[src/hw/rtl/eatd_pkg.sv]
// Shared types and constants of the exclusive-aware task dispatcher.
`default_nettype none
package eatd_pkg;
    localparam int QUEUE_DEPTH = 16;
    localparam int RUN_SLOTS = 4;
    localparam int QW = $clog2(QUEUE_DEPTH);
    localparam int QCW = $clog2(QUEUE_DEPTH + 1);
    localparam int RW = (RUN_SLOTS > 1) ? $clog2(RUN_SLOTS) : 1;
    localparam int RCW = $clog2(RUN_SLOTS + 1);

    localparam logic [1:0] CMD_ENQ = 2'd0;
    localparam logic [1:0] CMD_FIN = 2'd1;
    localparam logic [1:0] CMD_CAN = 2'd2;
    localparam logic [1:0] CMD_STOP = 2'd3;

    localparam logic [2:0] K_START = 3'd0;
    localparam logic [2:0] K_CANCELED = 3'd1;
    localparam logic [2:0] K_STOPREQ = 3'd2;
    localparam logic [2:0] K_CKPT = 3'd3;
    localparam logic [2:0] K_STATUS = 3'd4;
    localparam logic [2:0] K_REJECT = 3'd5;

    typedef struct packed {
        logic        backup;
        logic        excl;
        logic [15:0] id;
    } entry_t;

    typedef struct packed {
        logic [2:0]  kind;
        logic [15:0] id;
        logic        backup_running;
        logic [2:0]  running_count;
        logic [4:0]  queued_count;
        logic        last;
    } result_t;
endpackage
`default_nettype wire

[src/hw/rtl/eatd_out_reg.sv]
// Output register stage that holds one result transaction.
`default_nettype none
module eatd_out_reg
(
    input  wire logic              clk,
    input  wire logic              rst_n,
    input  wire logic              push,
    input  wire eatd_pkg::result_t din,
    output logic                   full,
    output eatd_pkg::result_t      dout,
    input  wire logic              pop
);
    logic full_reg;
    eatd_pkg::result_t data_reg;

    always_ff @(posedge clk or negedge rst_n)
    begin
        if (!rst_n)
            full_reg <= 1'b0;
        else if (push)
            full_reg <= 1'b1;
        else if (pop)
            full_reg <= 1'b0;
    end

    always_ff @(posedge clk)
    begin
        if (push)
            data_reg <= din;
    end

    assign full = full_reg;
    assign dout = data_reg;
endmodule
`default_nettype wire

[src/hw/rtl/exclusive_aware_task_dispatcher.sv]
// Top level: dispatcher sequencer with queue memory, running table and output register.
// Walks: every queue entry visited is read through the registered memory port in a read state
// and a wait state; table slots are visited one per cycle unless a full output register holds a result up.
// Throughput: one item at a time; s_tready is high only in the idle state with the output
// register empty.
// Reset: asynchronous, active low; counts and head clear, max_running becomes 4.
`default_nettype none
module exclusive_aware_task_dispatcher
(
    input  wire logic        clk,
    input  wire logic        rst_n,
    input  wire logic        cfg_we,
    input  wire logic [2:0]  cfg_wdata,
    input  wire logic        s_tvalid,
    output logic             s_tready,
    input  wire logic [23:0] s_tdata,  // command[1:0], task_id[17:2], exclusive[18],
                                       // is_backup[19], do_interrupt[20],
                                       // stop_running[21], clear_queued[22], zero[23]
    output logic             m_tvalid,
    input  wire logic        m_tready,
    output logic [31:0]      m_tdata,  // kind[2:0], result_task_id[18:3],
                                       // backup_running[19], running_count[22:20],
                                       // queued_count[27:23], zero[31:28]
    output logic             m_tlast
);
    typedef enum logic [11:0] {
        S_IDLE   = 12'b000000000001,
        S_DISP   = 12'b000000000010,
        S_DWAIT  = 12'b000000000100,
        S_STATUS = 12'b000000001000,
        S_FIN    = 12'b000000010000,
        S_CRD    = 12'b000000100000,
        S_CWAIT  = 12'b000001000000,
        S_CRUN   = 12'b000010000000,
        S_QCLR   = 12'b000100000000,
        S_QWAIT  = 12'b001000000000,
        S_CKPT   = 12'b010000000000,
        S_SRUN   = 12'b100000000000
    } state_t;

    state_t state_reg, state_next;
    logic [2:0] max_reg;
    logic [eatd_pkg::QW-1:0] head_reg, head_next;
    logic [eatd_pkg::QCW-1:0] wcnt_reg, wcnt_next;
    logic [eatd_pkg::RCW-1:0] rcnt_reg, rcnt_next;
    eatd_pkg::entry_t run_reg [eatd_pkg::RUN_SLOTS];
    logic [eatd_pkg::QCW-1:0] idx_reg, idx_next;   // walk index
    logic [eatd_pkg::QCW-1:0] kept_reg, kept_next;
    logic [1:0] cmd_reg;
    logic [15:0] id_reg;
    logic intr_reg, stopr_reg, found_reg, found_next;
    logic pend_reg, pend_next;
    logic [eatd_pkg::QCW-1:0] tot_reg, tot_next;

    eatd_pkg::entry_t mem [eatd_pkg::QUEUE_DEPTH];
    eatd_pkg::entry_t rd_reg;
    logic mem_we;
    logic [eatd_pkg::QW-1:0] mem_waddr, mem_raddr;
    eatd_pkg::entry_t mem_wdata;

    logic push, full, pop, accept;
    eatd_pkg::result_t res;
    eatd_pkg::result_t dout;
    logic [eatd_pkg::RW-1:0] ridx;
    logic [eatd_pkg::RCW-1:0] limit;
    logic run_excl, run_backup;
    logic shift_en;
    logic [eatd_pkg::RCW-1:0] shift_from;
    logic app_en;
    logic cancel_more, cancel_later;

    assign accept = s_tvalid && s_tready;
    assign s_tready = (state_reg == S_IDLE) && !full;
    assign pop = m_tvalid && m_tready;
    assign ridx = idx_reg[eatd_pkg::RW-1:0];

    always_comb
    begin
        run_excl = 1'b0;
        run_backup = 1'b0;
        for (int i = 0; i < eatd_pkg::RUN_SLOTS; i++)
        begin
            if (i < int'(rcnt_reg))
            begin
                run_excl = run_excl | run_reg[i].excl;
                run_backup = run_backup | run_reg[i].backup;
            end
        end
        if ({2'b00, max_reg} > 5'(eatd_pkg::RUN_SLOTS))
            limit = eatd_pkg::RCW'(eatd_pkg::RUN_SLOTS);
        else
            limit = eatd_pkg::RCW'(max_reg);
    end

    always_ff @(posedge clk)
    begin
        if (mem_we)
            mem[mem_waddr] <= mem_wdata;
        rd_reg <= mem[mem_raddr];
    end

    always_comb
    begin
        state_next = state_reg;
        head_next = head_reg;
        wcnt_next = wcnt_reg;
        rcnt_next = rcnt_reg;
        idx_next = idx_reg;
        kept_next = kept_reg;
        found_next = found_reg;
        pend_next = pend_reg;
        tot_next = tot_reg;
        mem_we = 1'b0;
        mem_waddr = head_reg + wcnt_reg[eatd_pkg::QW-1:0];
        mem_wdata = '{backup: s_tdata[19], excl: s_tdata[18], id: s_tdata[17:2]};
        mem_raddr = head_reg;
        push = 1'b0;
        res = '0;
        shift_en = 1'b0;
        shift_from = '0;
        app_en = 1'b0;
        case (state_reg)
            S_IDLE:
            begin
                if (accept)
                begin
                    idx_next = '0;
                    kept_next = '0;
                    found_next = 1'b0;
                    pend_next = 1'b0;
                    case (s_tdata[1:0])
                        eatd_pkg::CMD_ENQ:
                        begin
                            if (wcnt_reg == eatd_pkg::QCW'(eatd_pkg::QUEUE_DEPTH))
                            begin
                                push = 1'b1;
                                res.kind = eatd_pkg::K_REJECT;
                                res.id = s_tdata[17:2];
                            end
                            else
                            begin
                                mem_we = 1'b1;
                                wcnt_next = wcnt_reg + 1'b1;
                            end
                            state_next = S_DISP;
                        end
                        eatd_pkg::CMD_FIN: state_next = S_FIN;
                        eatd_pkg::CMD_CAN:
                        begin
                            tot_next = wcnt_reg;
                            state_next = S_CRD;
                        end
                        default:
                        begin
                            tot_next = wcnt_reg;
                            state_next = s_tdata[22] ? S_QCLR : S_CKPT;
                        end
                    endcase
                end
            end
            S_FIN:
            begin
                // One table slot is compared per cycle; a match closes the gap.
                if (!found_reg)
                begin
                    if (idx_reg >= eatd_pkg::QCW'(rcnt_reg))
                        state_next = S_DISP;
                    else if (run_reg[ridx].id == id_reg)
                    begin
                        found_next = 1'b1;
                        shift_en = 1'b1;
                        shift_from = eatd_pkg::RCW'(idx_reg);
                        rcnt_next = rcnt_reg - 1'b1;
                        state_next = S_DISP;
                    end
                    else
                        idx_next = idx_reg + 1'b1;
                end
                else
                    state_next = S_DISP;
            end
            S_DISP:
            begin
                if (wcnt_reg != '0 && !run_excl)
                    state_next = S_DWAIT;
                else
                    state_next = S_STATUS;
            end
            S_DWAIT:
            begin
                if (!full)
                begin
                    if ((rcnt_reg != '0 && rd_reg.excl) || rcnt_reg >= limit)
                        state_next = S_STATUS;
                    else
                    begin
                        app_en = 1'b1;
                        head_next = head_reg + 1'b1;
                        wcnt_next = wcnt_reg - 1'b1;
                        rcnt_next = rcnt_reg + 1'b1;
                        push = 1'b1;
                        res.kind = eatd_pkg::K_START;
                        res.id = rd_reg.id;
                        mem_raddr = head_reg + 1'b1;
                        state_next = S_DISP;
                    end
                end
            end
            S_STATUS:
            begin
                if (!full)
                begin
                    push = 1'b1;
                    res.kind = eatd_pkg::K_STATUS;
                    res.backup_running = run_backup;
                    res.running_count = 3'(rcnt_reg);
                    res.queued_count = 5'(wcnt_reg);
                    res.last = 1'b1;
                    state_next = S_IDLE;
                end
            end
            S_CRD:
            begin
                // Compact the queue in place behind the head; reads stay ahead of writes.
                if (idx_reg >= tot_reg)
                begin
                    if (!pend_reg)
                    begin
                        wcnt_next = kept_reg;
                        idx_next = '0;
                        state_next = S_CRUN;
                    end
                    else if (!full)
                    begin
                        push = 1'b1;
                        res.kind = eatd_pkg::K_CANCELED;
                        res.id = id_reg;
                        res.last = !found_reg;
                        pend_next = 1'b0;
                    end
                end
                else
                begin
                    mem_raddr = head_reg + idx_reg[eatd_pkg::QW-1:0];
                    state_next = S_CWAIT;
                end
            end
            S_CWAIT:
            begin
                mem_raddr = head_reg + idx_reg[eatd_pkg::QW-1:0];
                if (rd_reg.id == id_reg)
                begin
                    // One cancelled transaction is held back so that the final one
                    // can carry tlast once the walk is over.
                    if (!pend_reg)
                    begin
                        pend_next = 1'b1;
                        idx_next = idx_reg + 1'b1;
                        state_next = S_CRD;
                    end
                    else if (!full)
                    begin
                        push = 1'b1;
                        res.kind = eatd_pkg::K_CANCELED;
                        res.id = id_reg;
                        idx_next = idx_reg + 1'b1;
                        state_next = S_CRD;
                    end
                end
                else
                begin
                    mem_we = 1'b1;
                    mem_waddr = head_reg + kept_reg[eatd_pkg::QW-1:0];
                    mem_wdata = rd_reg;
                    kept_next = kept_reg + 1'b1;
                    idx_next = idx_reg + 1'b1;
                    state_next = S_CRD;
                end
            end
            S_CRUN:
            begin
                if (idx_reg >= eatd_pkg::QCW'(rcnt_reg))
                    state_next = S_IDLE;
                else if (run_reg[ridx].id != id_reg)
                    idx_next = idx_reg + 1'b1;
                else if (!full)
                begin
                    push = 1'b1;
                    res.kind = eatd_pkg::K_STOPREQ;
                    res.id = id_reg;
                    res.last = !cancel_later;
                    idx_next = idx_reg + 1'b1;
                end
            end
            S_QCLR:
            begin
                if (idx_reg >= tot_reg)
                begin
                    head_next = '0;
                    wcnt_next = '0;
                    state_next = S_CKPT;
                end
                else
                begin
                    mem_raddr = head_reg + idx_reg[eatd_pkg::QW-1:0];
                    state_next = S_QWAIT;
                end
            end
            S_QWAIT:
            begin
                mem_raddr = head_reg + idx_reg[eatd_pkg::QW-1:0];
                if (!full)
                begin
                    push = 1'b1;
                    res.kind = eatd_pkg::K_CANCELED;
                    res.id = rd_reg.id;
                    res.last = (idx_reg + 1'b1 == tot_reg) &&
                               !(intr_reg && rcnt_reg != '0) &&
                               !(stopr_reg && rcnt_reg != '0);
                    idx_next = idx_reg + 1'b1;
                    state_next = S_QCLR;
                end
            end
            S_CKPT:
            begin
                idx_next = '0;
                if (!(intr_reg && rcnt_reg != '0))
                    state_next = stopr_reg ? S_SRUN : S_IDLE;
                else if (!full)
                begin
                    push = 1'b1;
                    res.kind = eatd_pkg::K_CKPT;
                    res.id = run_reg[0].id;
                    res.last = !(stopr_reg && rcnt_reg != '0);
                    state_next = stopr_reg ? S_SRUN : S_IDLE;
                end
            end
            S_SRUN:
            begin
                if (idx_reg >= eatd_pkg::QCW'(rcnt_reg))
                    state_next = S_IDLE;
                else if (!full)
                begin
                    push = 1'b1;
                    res.kind = eatd_pkg::K_STOPREQ;
                    res.id = run_reg[ridx].id;
                    res.last = (idx_reg + 1'b1 == eatd_pkg::QCW'(rcnt_reg));
                    idx_next = idx_reg + 1'b1;
                end
            end
            default: state_next = S_IDLE;
        endcase
    end

    // found_reg doubles as "a stop request follows" during a cancel walk.
    always_comb
    begin
        cancel_more = 1'b0;
        cancel_later = 1'b0;
        for (int i = 0; i < eatd_pkg::RUN_SLOTS; i++)
            if (i < int'(rcnt_reg) && run_reg[i].id == id_reg)
            begin
                cancel_more = 1'b1;
                if (i > int'(idx_reg))
                    cancel_later = 1'b1;
            end
    end

    always_ff @(posedge clk or negedge rst_n)
    begin
        if (!rst_n)
        begin
            state_reg <= S_IDLE;
            max_reg <= 3'd4;
            head_reg <= '0;
            wcnt_reg <= '0;
            rcnt_reg <= '0;
            idx_reg <= '0;
            kept_reg <= '0;
            found_reg <= 1'b0;
            pend_reg <= 1'b0;
            tot_reg <= '0;
        end
        else
        begin
            state_reg <= state_next;
            if (cfg_we)
                max_reg <= cfg_wdata;
            head_reg <= head_next;
            wcnt_reg <= wcnt_next;
            rcnt_reg <= rcnt_next;
            idx_reg <= idx_next;
            kept_reg <= kept_next;
            pend_reg <= pend_next;
            tot_reg <= tot_next;
            if (state_reg == S_CRD || state_reg == S_CWAIT || state_reg == S_CRUN)
                found_reg <= (state_reg == S_CRUN) ? 1'b0 : cancel_more;
            else
                found_reg <= found_next;
        end
    end

    always_ff @(posedge clk)
    begin
        if (accept)
        begin
            cmd_reg <= s_tdata[1:0];
            id_reg <= s_tdata[17:2];
            intr_reg <= s_tdata[20];
            stopr_reg <= s_tdata[21];
        end
        for (int i = 0; i < eatd_pkg::RUN_SLOTS - 1; i++)
            if (shift_en && i >= int'(shift_from))
                run_reg[i] <= run_reg[i + 1];
        if (app_en)
            run_reg[rcnt_reg[eatd_pkg::RW-1:0]] <= rd_reg;
    end

    eatd_out_reg u_out
    (
        .clk  (clk),
        .rst_n(rst_n),
        .push (push),
        .din  (res),
        .full (full),
        .dout (dout),
        .pop  (pop)
    );

    assign m_tvalid = full;
    assign m_tlast = dout.last;
    assign m_tdata = {4'b0000, dout.queued_count, dout.running_count, dout.backup_running,
                      dout.id, dout.kind};

`ifndef NO_ASSERTIONS
    a_rcnt: assert property (@(posedge clk) disable iff (!rst_n)
        rcnt_reg <= eatd_pkg::RCW'(eatd_pkg::RUN_SLOTS))
        else $error("running table overflow");
    a_wcnt: assert property (@(posedge clk) disable iff (!rst_n)
        wcnt_reg <= eatd_pkg::QCW'(eatd_pkg::QUEUE_DEPTH))
        else $error("queue overflow");
    a_push: assert property (@(posedge clk) disable iff (!rst_n)
        push |-> !full)
        else $error("result pushed into a full output register");
    a_cmd: assert property (@(posedge clk) disable iff (!rst_n)
        (state_reg == S_FIN) |-> (cmd_reg == eatd_pkg::CMD_FIN))
        else $error("finish walk without finish command");
`endif
endmodule
`default_nettype wire
[config.mk]
export PLATFORM = sky130hd
export DESIGN_NAME = exclusive_aware_task_dispatcher
export DESIGN_NICKNAME = d
export VERILOG_FILES = /design/src/hw/rtl/eatd_pkg.sv /design/src/hw/rtl/eatd_out_reg.sv /design/src/hw/rtl/exclusive_aware_task_dispatcher.sv
export SDC_FILE = /design/constraint.sdc
export NUM_CORES = 1
export LEC_CHECK = 0
export ABC_AREA = 0
export BUFFER_PORTS_ARGS = -buffer_cell sky130_fd_sc_hd__buf_2
export CAP_MARGIN = 20
export CELL_PAD_IN_SITES_DETAIL_PLACEMENT = 1
export CELL_PAD_IN_SITES_GLOBAL_PLACEMENT = 2
export CORE_MARGIN = 5
export CORE_UTILIZATION = 45
export CTS_BUF_LIST = sky130_fd_sc_hd__clkbuf_8
export DETAILED_ROUTE_END_ITERATION = 6
export PLACE_DENSITY_LB_ADDON = 0.1
export REMOVE_ABC_BUFFERS = 1
export SETUP_SLACK_MARGIN = 0.05
export SLEW_MARGIN = 10
export SYNTH_ARGS = -nofsm -noshare
export SYNTH_HDL_FRONTEND = slang
export SYNTH_SLANG_ARGS = --single-unit
[constraint.sdc]
create_clock -name clk -period 5.7 [get_ports clk]
set_input_delay 0.285 -clock clk [delete_from_list [all_inputs] [get_ports clk]]
set_output_delay 0.285 -clock clk [all_outputs]
set_load 0.05 [all_outputs]
==> metrics.md, run 1 <==
| Metric | Value |
|---|---|
| Power density cells | between 400 and 500 nW/um^2 |
| Number of synthesis warnings | 0 |
| 1st-pass router iterations | 6 |
| Antenna violations before repair | 9 |
| Fin crit share | 81.6% |
| Most common cell in the netlist | edfxtp_1 |
| Top cells by count, synth | edfxtp_1 (407), nand2_1 (224), mux2_2 (80) |
| Die width | approximately 230 um |
| Core Rows | between 80 and 90 |
| Pleak | around 9.1 nW |
| Via density | 6.08 |
| Largest net degree at the start of global routing | 84 |
| Layout Utilization | between 50% and 60% |
| CP max FO | 71 |
| Area share of the largest cell type after synthesis | a little over half |
| Final ANT Viol Nets | 0 |
| CP Class | flip-flop to flip-flop |
| Final Hold Viols | 0 |
| Fin nets | between 1500 and 2000 |
| Clock Latency Late Sink | about 0.69 ns |
| Critical Path, Cell by Cell | inv_1, ha_1, or3b_2, a221o_1, nor3_2, nand2_4, and3_1, a221oi_1, a311oi_1, or4_1 |
| IO buf count | between 60 and 70 |
| RD Place Congestion | 0.868 |
| Placed Cells | 2370 |
| Wire length per cell | between 20 and 30 um |
| Synth top area cells | edfxtp_1 (55%), dfrtp_1 (4.8%), mux2_2 (4.0%) |
| Ratio of cells with drive above 1 in the final layout | 19.4% |
| Synth Area per Inst | about 13 um^2 |
| CTS resizes | 0 |
| Yosys cell types | approximately 80 |
| DRC violations left | 0 |
| Fin. max-slew vios | 0 |
| RSZ-0062 raised after global routing | no |
| Worst-margin pin slew | 1.07 ns |
| Clk slew on worst S/H paths | 0.06 ns |
| Fillers | 5000 |
| Synth Cell Area | between 20000 and 25000 um^2 |
| First-pass GRT wire length | between 100000 and 150000 um |
| Total CTS buffers | 83 |
| # Max-Cap Violations | 0 |
| Run status | finished clean |
| WP data arrival | 5.19 ns |
| Core area | between 40000 and 50000 um^2 |
| Crit. End Element | flip-flop |
| Die Height | about 230 um |
| Seq/Total Area, Yosys | approximately three fifths |
| Hpwl dp | 41900 um |
| Cells after Synth | 1707 |
| Asr flop ratio synth | roughly a tenth |
| Syn-to-layout area delta | 13.8% |
| Max reg flops | 288 |
| Maximum vdd ir drop | about 0.25 mV |
| HP Class | input port to flip-flop |
| CTS tree | yes |
| Tmin final | 4.65 ns |
| Num ports | 67 |
| Total GRT Usage | about a quarter |
| Max stage delay cell, worst path | nand2_4 |
| #FFs+latches synth | 470 |
| Count of final setup violators | 0 |
| Starting Density | a little under half |
| Fmax | between 200 and 250 MHz |
| Required @ worst endpoint | between 6 and 7 ns |
| Worst stage delay on the critical path | around 0.6 ns |
| Postcts setup bufs | 0 |
| Setup TNS | 0 ns |
| Dominant synthesized flop cell | edfxtp_1 |
| Final WL | between 60000 and 70000 um |
| Longest Clk Path Bufs | 3 |
| DR iter-0 viols | 1202 |
| Vias in the first global route | roughly 16000 |
| Clk root buf | clkbuf_8 |
| Largest area contributor in the netlist | edfxtp_1 |
| Final Skew | about 0.036 ns |
| H-tree levels | 3 |
| Rel. slew slack | ~29% |
| GR Overflow Total | 0 |
| Die footprint | roughly 54000 um^2 |
| Cell Count, Final, Fillers Out | between 2000 and 3000 |
| Sink Count | 470 |
| DR vias | 15539 |
| # hold bufs at CTS | 29 |
| Setup crit start kind | flip-flop |
| Number of flops mapped to enable cells by yosys | 407 |
worst paths after layout:
path                        startpoint      endpoint  slack (ns)  depth (start not counted)
setup / recovery           rcnt_reg[0]     rd_reg[4]        1.05                         10
hold reg to reg             max_reg[0]    max_reg[0]        0.50                          1
max in group asynchronous        rst_n    u_out.full        4.96                          3
setup reg to reg           rcnt_reg[0]     rd_reg[4]        1.05                         10
hold / removal              s_tdata[0]  state_reg[5]        0.09                          4
min in group asynchronous        rst_n   kept_reg[2]        0.26                          3
layout make-up:
class,count,area (um^2),share of cell area [%]
sequential,470,13700,53.9
multi-input combinational,1091,8120,32.0
clock buffer,87,1200,4.71
timing repair buffer,144,1090,4.28
tap,664,831,3.27
clock inverter,66,349,1.37
inverter,32,120,0.473
antenna,1,2.50,0.00984
layer usage:
metal / share of wire [%] / wire length (um) / GRT usage, % / vias up
met5: 0.029 / 20 / 0 / -
met4: 3.0 / 2060 / 8.03 / 4
met3: 6.0 / 4180 / 4.76 / 125
met2: 49 / 33800 / 43.3 / 511
met1: 42 / 29200 / 33.8 / 7992
li1: - / - / - / 6907
critical path: cells and delay by family, from the launching register on:
| family | cells | cell delay, ns |
|---|---|---|
| AO/OA/AOI/OAI | 3 | 0.79 |
| adder cells (fa/ha/maj) | 1 | 0.33 |
| buffers and inverters | 1 | 0.22 |
| flip-flops | 1 | 0.58 |
| AND/OR/NAND/NOR | 5 | 2.56 |
per-stage QoR:
step	total power [mW]	hold slack (ns)	area [um^2]	setup slack (ns)
after floorplan	6.67	-0.0106	21800	-0.351
final	11.0	0.0903	25400	1.05
after global placement	7.96	0.434	23600	1.11
after global routing	11.6	0.0996	25400	0.828
after CTS	11.0	0.0267	25400	1.09
after detailed placement	8.04	0.439	23600	1.10
where the power goes:
part | switching, mW | internal (mW)
Combinational | 2.24 | 1.14
Clock | 1.43 | 1.51
Sequential | 0.512 | 4.12
Total | 4.18 | 6.77
kinds of logic (layout without fill, tap and decap cells):
family	after synthesis	count (layout)	share of synthesized area (%)
AO/OA/AOI/OAI	312	312	11.0
XOR/XNOR	119	119	4.66
adder cells (fa/ha/maj)	37	37	2.20
buffers and inverters	149	329	3.08
flip-flops	470	470	61.4
multiplexers	101	101	5.87
other	1	5	0.0168
AND/OR/NAND/NOR	518	518	11.8
layout by cell type, fill, tap and decap left out, types with 8 or more instances in the layout:
cell type and instances:
dlygate4sd3_1 29, a222oi_1 16, a221oi_1 71, nor2b_1 8
buf_2 63, or4_1 19, mux4_2 16, and3_1 74
nand2_1 223, nand4_1 21, a311oi_1 70, nand3_1 36
clkinv_1 14, nor3_1 19, xor2_1 66, o22ai_1 12
nor3_2 18, nor2_1 33, a21oi_1 38, inv_1 73
clkbuf_8 87, xnor2_1 53, nor4_1 14, dfrtp_1 43
a21o_1 8, o21ai_0 30, and2_1 11, buf_4 44
ha_1 32, dfxtp_1 18, edfxtp_1 407, mux2_2 80
Note: power is estimated with default switching activity, not from simulation.
==> run 2: changes to the inputs <==
==> constraint.sdc (replaced) <==
create_clock -name clk -period 4.29 [get_ports clk]
set_input_delay 0.2145 -clock clk [delete_from_list [all_inputs] [get_ports clk]]
set_output_delay 0.2145 -clock clk [all_outputs]
set_load 0.05 [all_outputs]
==> run 2 against run 1 <==
Net effect:
- sequential power up 31%
- clock power up 38%
- hold slack worse by 0.012 ns
- first-iteration DRC count up 17%
- wire length up 4.4%
- largest power group unchanged
==> metrics.md, run 2 (synthesized netlist as in run 1, its figures left out) <==
| Metric | Value |
|---|---|
| Run status | finished clean (unchanged) |
| Hold Crit Start | s_tdata[0] (unchanged) |
| Sequential share of power | 40.1% (was 42.3%) |
| Most common cell after layout, fill and taps aside | edfxtp_1 (unchanged) |
| GR Overflow Total | 0 (unchanged) |
| Fin. max-slew vios | 0 (unchanged) |
| Critical Path Source | state_reg[2] (was rcnt_reg[0]) |
| Crit. End Element | flip-flop (unchanged) |
| Net switching power | 5.76 mW (was 4.18 mW) |
| Total CTS buffers | 84 (was 83) |
| Worst r2r src | state_reg[2] (was rcnt_reg[0]) |
| IO buf count | 61 (unchanged) |
| Maximum vdd ir drop | 0.431 mV (was 0.253 mV) |
| Layout Utilization | 52.9% (was 51.8%) |
| Worst-margin pin slew | 1.15 ns (was 1.07 ns) |
| CP max FO | 60 (was 71) |
| Core Rows | 81 (unchanged) |
| DR vias | 15842 (was 15539) |
| Antenna fix cells | 0 (was 1) |
| Fillers | 5024 (was 5000) |
| Largest net degree at the start of global routing | 71 (was 84) |
| Fin crit share | 95.3% (was 81.6%) |
| Syn-to-layout area delta | 16.2% (was 13.8%) |
| RSZ-0062 raised after global routing | yes (was no) |
| Placed Cells | 2414 (was 2370) |
| Sw frac | 38.2% (about the same) |
| Wire length per cell | 27.8 um (was 27.1 um) |
| Count of final setup violators | 0 (unchanged) |
| Core area | 49100 um^2 (unchanged) |
| Longest Clk Path Bufs | 3 (unchanged) |
| Final worst slack | 0.201 ns (was 1.05 ns) |
| DR iter-0 viols | 1401 (was 1202) |
| Max reg flops | 288 (unchanged) |
| RD Place Congestion | 0.866 (was 0.868) |
| CTS tree | yes (unchanged) |
| Starting Density | 45.6% (unchanged) |
| Cell Count, Final, Fillers Out | 2597 (was 2555) |
| Clock network power share | 27.0% (was 26.9%) |
| DRC violations left | 0 (unchanged) |
| Total GRT Usage | 26.4% (was 25.7%) |
| Fin nets | 1934 (was 1890) |
| Worst slack, placed | 0.169 ns (was 1.10 ns) |
| Rel. slew slack | 23.1% (was 28.7%) |
| First-pass GRT wire length | 107000 um (was 104000 um) |
| Ratio of cells with drive above 1 in the final layout | 21.8% (was 19.4%) |
| Setup crit start kind | flip-flop (unchanged) |
| Final WL | 72300 um (was 69300 um) |
| Final Skew | 0.0378 ns (was 0.0359 ns) |
| Antenna violations before repair | 0 (was 9) |
| Commonest cells after routing, fill and taps aside | edfxtp_1 (407), nand2_1 (223), clkbuf_8 (93) (was edfxtp_1 (407), nand2_1 (223), clkbuf_8 (87)) |
| Fmax | 245 MHz (was 215 MHz) |
| Internal power | 9.32 mW (was 6.77 mW) |
| # Max-Cap Violations | 0 (unchanged) |
| CP Class | flip-flop to flip-flop (unchanged) |
| Final ANT Viol Nets | 0 (unchanged) |
| Num ports | 67 (unchanged) |
| Tmin final | 4.09 ns (was 4.65 ns) |
| Combinational power share | 32.9% (was 30.8%) |
| Clk root buf | clkbuf_8 (unchanged) |
| 1st-pass router iterations | 7 (was 6) |
| Sink Count | 470 (unchanged) |
| Via density | 6.10 (was 6.08) |
| Die Height | 233 um (unchanged) |
| Required @ worst endpoint | 4.75 ns (was 6.24 ns) |
| Die footprint | 54200 um^2 (unchanged) |
| Clock Latency Late Sink | 0.69 ns (about the same) |
| Pleak | 9.38 nW (was 9.08 nW) |
| Final Hold Viols | 0 (unchanged) |
| H-tree levels | 3 (unchanged) |
| Power density cells | 581 nW/um^2 (was 431 nW/um^2) |
| Hpwl dp | 45400 um (was 41900 um) |
| Die width | 233 um (unchanged) |
| Clk slew on worst S/H paths | 0.06 ns (about the same) |
| WP data arrival | 4.55 ns (was 5.19 ns) |
| HP Class | input port to flip-flop (unchanged) |
| Vias in the first global route | 16407 (was 16147) |
[run 2: cell type report]
cell class                      count  area, um^2  area share, %
Inverter                           32         120          0.463
Timing Repair Buffer              186        1540           5.94
Clock buffer                       93        1280           4.93
Tap cell                          664         831           3.20
Multi-Input combinational cell   1092        8130           31.3
Clock inverter                     60         349           1.34
Sequential cell                   470       13700           52.8
[run 2: worst max-delay path, stage by stage, from the launching register on]
cell,delay [ns]
dfrtp_1,0.48
nor4_2,0.53
buf_4,0.26
and3_1,0.34
nor2_1,0.21
o22ai_2,0.31
o21ai_4,0.22
buf_12,0.27
a221oi_1,0.37
a311oi_1,0.09
or4_1,0.72
[run 2: final timing paths]
| path | end | slack, ns | cells past startpoint |
|---|---|---|---|
| worst min register to register | max_reg[0] | 0.52 | 1 |
| worst max register to register | rd_reg[0] | 0.20 | 10 |
| worst min-delay path | state_reg[5] | 0.08 | 4 |
| min in group asynchronous | kept_reg[0] | 0.19 | 3 |
| worst max-delay path | rd_reg[0] | 0.20 | 10 |
| max in group asynchronous | rcnt_reg[0] | 3.62 | 3 |
[run 2: through the flow]
step	setup TNS, ns	hold slack, ns	instance area (um^2)	power, mW
floorplan	-391.73	-0.0811	21800	8.86
global placement	0	0.371	24000	10.9
detailed placement	0	0.381	24000	11.0
CTS	0	0.00191	25900	15.1
global route	0	0.0529	26000	15.8
finish	0	0.0786	26000	15.1
[run 2: repair_timing]
item                                    4_1_cts  5_1_grt
endpoints found under the setup margin        0      122
buffers inserted                              0        0
gates resized for setup                       0        2
hold endpoints to repair                     80        0
hold buffers                                 29        0
[run 2: power by group through the flow]
stage          combinational (mW)  sequential (mW)  clock, mW
5_1_grt                      5.34             6.09       4.41
6_report                     4.96             6.05       4.07
3_5_place_dp                 4.88             6.13          0
2_1_floorplan                2.76             6.10          0
3_3_place_gp                 4.82             6.10          0
4_1_cts                      4.93             6.03       4.18
[run 2: per-layer routing]
layer  vias to the layer above  global-route usage (%)  wire length [um]
met3                       124                    4.55              4120
met1                      8208                    36.0             31000
li1                       7000                       -                 -
met2                       510                    43.8             35100
met5                         -                       0                 0
met4                         0                    7.85              2000
